==> src/itmr_pkg.sv <==
// ----------------------------------------------------------------------------
// itmr_pkg
// Shared types, constants and helpers for the int8 triangular mask and
// requantization block.
// ----------------------------------------------------------------------------
package itmr_pkg;

   localparam int MAX_DIM        = 4096;
   localparam int MULT_FRAC_BITS = 16;

   localparam int DIM_W    = 13;   // width of the rows and cols registers
   localparam int POS_W    = 12;   // row and column counters
   localparam int PLANE_W  = 16;
   localparam int DIAG_W   = 14;
   localparam int SCALE_W  = 24;
   localparam int DATA_W   = 8;
   localparam int CSR_W    = 24;
   localparam int CSR_IDX_W = 3;

   localparam logic signed [DATA_W-1:0] INT8_MAX = 8'sd127;
   localparam logic signed [DATA_W-1:0] INT8_MIN = -8'sd128;

   typedef enum logic [CSR_IDX_W-1:0] {
      REG_UPPER_MODE  = 3'd0,
      REG_ROWS        = 3'd1,
      REG_COLS        = 3'd2,
      REG_DIAG_OFFSET = 3'd3,
      REG_PLANE_COUNT = 3'd4,
      REG_SCALE_MULT  = 3'd5,
      REG_IN_ZERO     = 3'd6,
      REG_OUT_ZERO    = 3'd7
   } reg_index_type;

   typedef struct packed {
      logic [SCALE_W-1:0]        scale_mult;
      logic signed [DATA_W-1:0]  in_zero;
      logic signed [DATA_W-1:0]  out_zero;
   } quant_cfg_type;

   typedef struct packed {
      logic signed [DATA_W-1:0]  result;
      logic                      clipped;
   } quant_res_type;

   // A size of zero acts as one and a size above MAX_DIM acts as MAX_DIM.
   function automatic logic [DIM_W-1:0] dim_limit(input logic [DIM_W-1:0] v);
      logic [DIM_W-1:0] lim;
      lim = v;
      if (v == '0) begin
         lim = DIM_W'(1);
      end else if (v > DIM_W'(MAX_DIM)) begin
         lim = DIM_W'(MAX_DIM);
      end
      return lim;
   endfunction

endpackage

==> src/itmr_requant.sv <==
// ----------------------------------------------------------------------------
// itmr_requant
// Requantizes one int8 element: subtract the input zero point, scale by a
// fixed-point ratio, round half away from zero, add the output zero point
// and saturate. A masked element yields the output zero point.
// ----------------------------------------------------------------------------
module itmr_requant
   import itmr_pkg::*;
(
   input  logic signed [DATA_W-1:0] sample,
   input  logic                     keep,
   input  quant_cfg_type            cfg,
   output quant_res_type            res
);

   localparam int DIFF_W = DATA_W + 1;
   localparam int PROD_W = DIFF_W + SCALE_W;
   localparam int Q_W    = PROD_W - MULT_FRAC_BITS;
   localparam int V_W    = Q_W + 2;

   logic signed [DIFF_W-1:0] diff;
   logic                     neg;
   logic [DIFF_W-1:0]        abs_diff;
   logic [PROD_W-1:0]        mag;
   logic [PROD_W-1:0]        rounded;
   logic [Q_W-1:0]           q;
   logic signed [V_W-1:0]    signed_q;
   logic signed [V_W-1:0]    v;

   always_comb begin
      diff     = DIFF_W'(sample) - DIFF_W'(cfg.in_zero);
      neg      = diff[DIFF_W-1];
      abs_diff = neg ? DIFF_W'(-diff) : DIFF_W'(diff);
      // Work on the magnitude so rounding is symmetric about zero.
      mag      = PROD_W'(abs_diff) * PROD_W'(cfg.scale_mult);
      rounded  = mag + (PROD_W'(1) << (MULT_FRAC_BITS - 1));
      q        = rounded[PROD_W-1:MULT_FRAC_BITS];
      signed_q = neg ? -$signed({2'b00, q}) : $signed({2'b00, q});
      v        = signed_q + V_W'(cfg.out_zero);

      res.result  = cfg.out_zero;
      res.clipped = 1'b0;
      if (keep) begin
         if (v > V_W'(INT8_MAX)) begin
            res.result  = INT8_MAX;
            res.clipped = 1'b1;
         end else if (v < V_W'(INT8_MIN)) begin
            res.result  = INT8_MIN;
            res.clipped = 1'b1;
         end else begin
            res.result  = v[DATA_W-1:0];
         end
      end
   end

endmodule

==> src/int8_triangle_mask_requant.sv <==
// ----------------------------------------------------------------------------
// int8_triangle_mask_requant
// Triangular mask with int8 requantization over a stream of tensor elements.
// ----------------------------------------------------------------------------
// The block takes one int8 element per cycle in row-major order while req_stall
// is low and returns one result per element via the input register and the
// result register. Sustained throughput is one element per clock when the
// output side does not stall: the input register holds the element with its
// mask decision, and a single 9x24 multiply with rounding and clamping sits
// between it and the result register. Row, column and plane counters advance
// on every accepted request and wrap to zero after the last element of the
// last plane. Registers are to be written only while no request is in flight.
module int8_triangle_mask_requant
   import itmr_pkg::*;
(
   input  logic                     clock,
   input  logic                     reset,

   input  logic                     csr_write,
   input  logic [CSR_IDX_W-1:0]     csr_index,
   input  logic [CSR_W-1:0]         csr_data,

   input  logic                     req_valid,
   output logic                     req_stall,
   input  logic signed [DATA_W-1:0] req_sample,

   output logic                     rsp_valid,
   input  logic                     rsp_stall,
   output logic signed [DATA_W-1:0] rsp_result,
   output logic                     rsp_kept,
   output logic                     rsp_clipped,
   output logic                     rsp_tensor_end
);

   localparam int LHS_W = DIAG_W + 1;

   // Configuration registers.
   logic                     upper_mode_ff;
   logic [DIM_W-1:0]         rows_ff;
   logic [DIM_W-1:0]         cols_ff;
   logic signed [DIAG_W-1:0] diag_offset_ff;
   logic [PLANE_W-1:0]       plane_count_ff;
   logic [SCALE_W-1:0]       scale_mult_ff;
   logic signed [DATA_W-1:0] in_zero_ff;
   logic signed [DATA_W-1:0] out_zero_ff;

   // Position counters.
   logic [POS_W-1:0]   row_pos_ff, row_pos_in;
   logic [POS_W-1:0]   col_pos_ff, col_pos_in;
   logic [PLANE_W-1:0] plane_pos_ff, plane_pos_in;

   // Input stage.
   logic                     s1_valid_ff;
   logic signed [DATA_W-1:0] s1_sample_ff;
   logic                     s1_keep_ff;
   logic                     s1_end_ff;

   // Result stage.
   logic                     out_valid_ff;
   logic signed [DATA_W-1:0] out_result_ff;
   logic                     out_kept_ff;
   logic                     out_clipped_ff;
   logic                     out_end_ff;

   logic             req_accept;
   logic             out_load;
   logic [DIM_W-1:0] nrows;
   logic [DIM_W-1:0] ncols;
   logic             last_col;
   logic             last_row;
   logic             last_plane;
   logic             tensor_end;
   logic signed [LHS_W-1:0] lhs;
   logic signed [LHS_W-1:0] col_s;
   logic             keep;
   quant_cfg_type    qcfg;
   quant_res_type    qres;

   // ---------------------------------------------------------------------
   // Configuration port
   // ---------------------------------------------------------------------
   always_ff @(posedge clock) begin
      if (reset) begin
         upper_mode_ff  <= 1'b0;
         rows_ff        <= DIM_W'(1);
         cols_ff        <= DIM_W'(1);
         diag_offset_ff <= '0;
         plane_count_ff <= PLANE_W'(1);
         scale_mult_ff  <= SCALE_W'(1) << MULT_FRAC_BITS;
         in_zero_ff     <= '0;
         out_zero_ff    <= '0;
      end else if (csr_write) begin
         case (reg_index_type'(csr_index))
            REG_UPPER_MODE:  upper_mode_ff  <= csr_data[0];
            REG_ROWS:        rows_ff        <= csr_data[DIM_W-1:0];
            REG_COLS:        cols_ff        <= csr_data[DIM_W-1:0];
            REG_DIAG_OFFSET: diag_offset_ff <= csr_data[DIAG_W-1:0];
            REG_PLANE_COUNT: plane_count_ff <= csr_data[PLANE_W-1:0];
            REG_SCALE_MULT:  scale_mult_ff  <= csr_data[SCALE_W-1:0];
            REG_IN_ZERO:     in_zero_ff     <= csr_data[DATA_W-1:0];
            REG_OUT_ZERO:    out_zero_ff    <= csr_data[DATA_W-1:0];
            default: ;
         endcase
      end
   end

   // ---------------------------------------------------------------------
   // Handshake
   // ---------------------------------------------------------------------
   assign out_load   = s1_valid_ff && (!out_valid_ff || !rsp_stall);
   assign req_stall  = s1_valid_ff && !out_load;
   assign req_accept = req_valid && !req_stall;

   // ---------------------------------------------------------------------
   // Position tracking and mask decision
   // ---------------------------------------------------------------------
   always_comb begin
      nrows = dim_limit(rows_ff);
      ncols = dim_limit(cols_ff);
      // A counter at or past a shrunken limit is treated as on its last slot.
      last_col   = ({1'b0, col_pos_ff} + DIM_W'(1)) >= ncols;
      last_row   = ({1'b0, row_pos_ff} + DIM_W'(1)) >= nrows;
      last_plane = ({1'b0, plane_pos_ff} + (PLANE_W+1)'(1))
                   >= {1'b0, (plane_count_ff == '0) ? PLANE_W'(1) : plane_count_ff};
      tensor_end = last_col && last_row && last_plane;

      lhs   = $signed({3'b000, row_pos_ff}) + LHS_W'(diag_offset_ff);
      col_s = $signed({3'b000, col_pos_ff});
      keep  = upper_mode_ff ? (lhs <= col_s) : (lhs >= col_s);

      col_pos_in   = col_pos_ff + POS_W'(1);
      row_pos_in   = row_pos_ff;
      plane_pos_in = plane_pos_ff;
      if (last_col) begin
         col_pos_in = '0;
         if (last_row) begin
            row_pos_in   = '0;
            plane_pos_in = last_plane ? '0 : plane_pos_ff + PLANE_W'(1);
         end else begin
            row_pos_in = row_pos_ff + POS_W'(1);
         end
      end
   end

   always_ff @(posedge clock) begin
      if (reset) begin
         row_pos_ff   <= '0;
         col_pos_ff   <= '0;
         plane_pos_ff <= '0;
      end else if (req_accept) begin
         row_pos_ff   <= row_pos_in;
         col_pos_ff   <= col_pos_in;
         plane_pos_ff <= plane_pos_in;
      end
   end

   // ---------------------------------------------------------------------
   // Input register
   // ---------------------------------------------------------------------
   always_ff @(posedge clock) begin
      if (reset) begin
         s1_valid_ff <= 1'b0;
      end else if (req_accept) begin
         s1_valid_ff <= 1'b1;
      end else if (out_load) begin
         s1_valid_ff <= 1'b0;
      end
   end

   always_ff @(posedge clock) begin
      if (req_accept) begin
         s1_sample_ff <= req_sample;
         s1_keep_ff   <= keep;
         s1_end_ff    <= tensor_end;
      end
   end

   // ---------------------------------------------------------------------
   // Requantization and result register
   // ---------------------------------------------------------------------
   assign qcfg.scale_mult = scale_mult_ff;
   assign qcfg.in_zero    = in_zero_ff;
   assign qcfg.out_zero   = out_zero_ff;

   itmr_requant u_requant (
      .sample (s1_sample_ff),
      .keep   (s1_keep_ff),
      .cfg    (qcfg),
      .res    (qres)
   );

   always_ff @(posedge clock) begin
      if (reset) begin
         out_valid_ff <= 1'b0;
      end else if (out_load) begin
         out_valid_ff <= 1'b1;
      end else if (!rsp_stall) begin
         out_valid_ff <= 1'b0;
      end
   end

   always_ff @(posedge clock) begin
      if (out_load) begin
         out_result_ff  <= qres.result;
         out_clipped_ff <= qres.clipped;
         out_kept_ff    <= s1_keep_ff;
         out_end_ff     <= s1_end_ff;
      end
   end

   assign rsp_valid      = out_valid_ff;
   assign rsp_result     = out_result_ff;
   assign rsp_kept       = out_kept_ff;
   assign rsp_clipped    = out_clipped_ff;
   assign rsp_tensor_end = out_end_ff;

   // ---------------------------------------------------------------------
   // Assertions
   // ---------------------------------------------------------------------
   a_masked_gives_zero_point: assert property (@(posedge clock) disable iff (reset)
      rsp_valid && !rsp_kept |-> rsp_result == out_zero_ff && !rsp_clipped)
      else $error("masked element did not return the output zero point");

   a_clip_saturates: assert property (@(posedge clock) disable iff (reset)
      rsp_valid && rsp_clipped |-> rsp_result == INT8_MAX || rsp_result == INT8_MIN)
      else $error("clipped result is not at an int8 limit");

   a_wrap_after_end: assert property (@(posedge clock) disable iff (reset)
      req_accept && tensor_end |=> col_pos_ff == '0 && row_pos_ff == '0
                                   && plane_pos_ff == '0)
      else $error("position counters did not wrap after the last element");

   a_stall_only_when_full: assert property (@(posedge clock) disable iff (reset)
      req_stall |-> s1_valid_ff && out_valid_ff && rsp_stall)
      else $error("request stalled while the pipeline had room");

endmodule
==> config.mk <==
export PLATFORM = sky130hd
export DESIGN_NAME = int8_triangle_mask_requant
export DESIGN_NICKNAME = d
export VERILOG_FILES = /design/src/itmr_pkg.sv /design/src/itmr_requant.sv /design/src/int8_triangle_mask_requant.sv
export SDC_FILE = /design/constraint.sdc
export NUM_CORES = 1
export LEC_CHECK = 0
export BUFFER_PORTS_ARGS = -buffer_cell sky130_fd_sc_hd__clkbuf_2
export CAP_MARGIN = 20
export CORE_MARGIN = 4
export CORE_UTILIZATION = 50
export DETAILED_ROUTE_END_ITERATION = 16
export PLACE_DENSITY = 0.66
export SYNTH_ARGS = -nofsm -noshare
export SYNTH_HDL_FRONTEND = slang
export SYNTH_SLANG_ARGS = --single-unit
==> constraint.sdc <==
create_clock -name clock -period 12.3 [get_ports clock]
set_input_delay 1.23 -clock clock [delete_from_list [all_inputs] [get_ports clock]]
set_output_delay 1.23 -clock clock [all_outputs]
set_load 0.03 [all_outputs]
==> flow_summary.ini <==
[run_status]
status = finished clean

[synthesis]
seq_area_frac_synth_pct = 19.2
syn-cell-area_sq_um = 17800
synth-main-ff-cell = dfxtp_1
synth.area.top_cells = fa_1 (18%), dfxtp_1 (16%), ha_1 (12%), nand2_1 (7.7%), a21oi_1 (5.4%)
synth_top_area_share_pct = 17.7
synthCells = 2201
synth-compound-area-share_pct = 16.5
synth_top_family_by_area = adder cells
synth_edf_count = 21
muxShareOfSynthArea_pct = 0.352
synth-xor-area-share_pct = 4.63
synth_fa_ha_area_share_pct = 29.9
syn_area_per_cell_sq_um = 8.08
synth_largest_area_cell = fa_1
ys_ff_latch = 160
ys_types = 82
synth_nets = 2571
yosys.area_share.simple_pct = 22.3
synth-async-reset-ratio_pct = 0
yosys_warnings = 0

[global_route]
grt_pass1_wl_um = 76800
grt_usage_pct = 24.2
grt-ovfl-total = 0
antenna_found_initial = 2
grt_max_degree = 102
grt_pass1_vias = 15000

[floorplan]
die_h_um = 197
io_pins = 53
design.core.area_sq_um = 34800
initial_utilization_pct = 51.1
dieArea_sq_um = 38600
dieWidth_um = 197
rows = 68

[clock_network]
cts_tree = built
insertion_delay_ns = 0.44
root_buffer = clkbuf_16
cts_buffer_depth = 2
clk_pin_slew_ns = 0.07
cts.sinks = 160
ctsHoldBuffers = 0
htree_levels = 4
cts_buffers = 17

[routing]
antenna_left = 0
firstDrtPassIters = 5
routed_wl_um = 46400
post_drt_wl_per_cell_um = 17.5
post-route-drc-count = 0
drtIter0Drc = 952
viasPerCell = 5.65
vias = 15000

[layout]
utilization_pct = 54.9
areaGrowthSynthToFinish_pct = 7.52
antennaDiodeCount = 0
n_fill_cell = 3249
postLayoutCellArea_sq_um = 19100
nets = 2561
drive_gt1_share_pct = 6.49

[place]
pre_cts_ws_ns = 0.485
place.gp.congestion = 0.908
io_buffers = 52
hpwl_um = 36500
placed_area_sq_um = 18400

[timing]
setup_viol = 0
worst_pin_slew_ns = 1.07
fin_ws_ns = 0.688
slew-limit-headroom_pct = 28.8
finalHoldViolations = 0
fmax_mhz = 86.1
min_period_over_period_pct = 94.4
fin_skew_ns = 0.00808
final_max_slew_viol_count = 0
min_period_ns = 11.61

[power]
pwr-share-comb_pct = 37.3
p_sw_share_pct = 37.4
cellLeakagePower_nw = 8.58
powerDensity_nw_per_um2 = 95.0
sequentialPowerShare_pct = 31.1
p_int_mw = 1.14
clkPwrFrac_pct = 31.5
peakVddDrop_mv = 0.0954
p_switching_uw = 679

[critical_path]
cp_max_fo = 19
slowest_stage = fa_1
critPathCaptureType = register
slowest_delay_ns = 0.53
path_class = register to register
arrival_ns = 11.80
cp-start-kind = register
crit_top_cell = fa_1
required_ns = 12.48

[min_path]
hold_path_class = register to register

[job]
maxCapViolCount = 0
cells in the final DEF (no fill, tap or decap), drive strengths merged, types with 5 or more instances in the layout:
cell      count
nand2b       49
a21oi       193
xor2         26
ha          173
nor3         24
a2111oi       8
or3          17
clkbuf       68
clkinvlp      5
a21boi        7
nand3        48
xnor2        68
inv         242
nor4         16
nand2       366
nor2         73
o31ai         7
edfxtp       21
dfxtp       139
nor2b        56
a31oi        26
nand4        33
buf          21
o21a         23
o211ai        7
and3         38
a21o         27
o21ai        72
a211o         8
and2         70
o31a          5
o21bai        9
a22o          9
fa          157
a211oi       14
or2          10
final timing paths:
check	startpoint	end	slack [ns]	cells after the start
min	s1_end_ff$_DFFE_PP_	rsp_tensor_end$_DFFE_PP_	0.42	0
max	s1_sample_ff[0]$_DFFE_PP_	rsp_result[4]$_DFFE_PP_	0.69	41
min reg2reg	s1_end_ff$_DFFE_PP_	rsp_tensor_end$_DFFE_PP_	0.42	0
max reg2reg	s1_sample_ff[0]$_DFFE_PP_	rsp_result[4]$_DFFE_PP_	0.69	41
power groups by stage:
stage,logic [mW],clock network [mW],registers [mW]
after floorplan,0.478,0,0.576
after global placement,0.653,0,0.577
after detailed placement,0.667,0,0.576
after CTS,0.670,0.585,0.565
after global routing,0.757,0.608,0.567
final,0.678,0.573,0.565
critical path: cells and delay by family (launching register included):
kind,cells,cell delay [ns]
flip-flops,1,0.36
adder cells (fa/ha/maj),9,3.53
buffers and inverters,6,0.74
XOR/XNOR,3,0.55
AO/OA/AOI/OAI,14,3.82
AND/OR/NAND/NOR,9,2.34
cell type report:
cell class	count	area, sq um	area share, %
timing repair buffer	73	429	2.24
sequential	160	3410	17.9
tap	455	569	2.98
clock buffer	17	425	2.23
clock inverter	15	208	1.09
inverter	238	893	4.67
multi-input combinational	1701	13200	68.9
layer usage:
metal | wire length (um) | vias up | part of all wire, % | global-route usage [%]
li1 | - | 7371 | - | -
met1 | 21100 | 7248 | 45 | 32.8
met2 | 21900 | 322 | 47 | 40.1
met3 | 2150 | 72 | 4.6 | 3.74
met4 | 1270 | 4 | 2.7 | 7.68
met5 | 26 | - | 0.056 | 0
what timing repair did:
action	CTS	global route
buffers inserted	0	3
setup endpoints to repair	0	9
gates resized for setup	0	9
per-stage QoR:
stage / instances / power, mW / hold WS (ns) / setup TNS, ns
3_3_place_gp: 2622 / 1.23 / 0.402 / 0
2_1_floorplan: 2201 / 1.05 / 0.400 / 0
3_5_place_dp: 2622 / 1.24 / 0.406 / 0
6_report: 2659 / 1.82 / 0.421 / 0
5_1_grt: 2659 / 1.93 / 0.447 / -0.0389
4_1_cts: 2654 / 1.82 / 0.426 / 0
logic make-up after synthesis:
group,count (synthesis)
simple gates,814
compound gates,457
buf+inv,340
fa+ha+maj,330
flops,160
xor+xnor,94
mux,6
synth_stat cells (12+ instances only):
library cell / instances
xnor2_1: 68
a211oi_1: 12
nand2_1: 366
a21oi_1: 192
nand4_1: 33
nor3_1: 24
buf_1: 21
nor4_1: 15
edfxtp_1: 21
nand2b_1: 49
xor2_1: 26
o21a_1: 23
and2_1: 69
o21ai_0: 66
a21o_1: 27
a31oi_1: 23
or3_1: 17
inv_1: 238
nand3_1: 47
nor2b_1: 56
dfxtp_1: 139
ha_1: 173
fa_1: 157
nor2_1: 72
clkbuf_1: 77
and3_1: 38
state kept, by name, summed over array words and instances, names as in the netlist:
name / cells
plane_count_ff: 16
s1_sample_ff: 8
cols_ff: 13
s1_valid_ff: 1
diag_offset_ff: 14
row_pos_ff: 12
rsp_valid: 1
scale_mult_ff: 24
rsp_clipped: 1
plane_pos_ff: 16
s1_keep_ff: 1
rsp_kept: 1
col_pos_ff: 12
rsp_tensor_end: 1
rsp_result: 8
upper_mode_ff: 1
rows_ff: 13
in_zero_ff: 8
s1_end_ff: 1
out_zero_ff: 8
(Power assumes the default switching activity.)
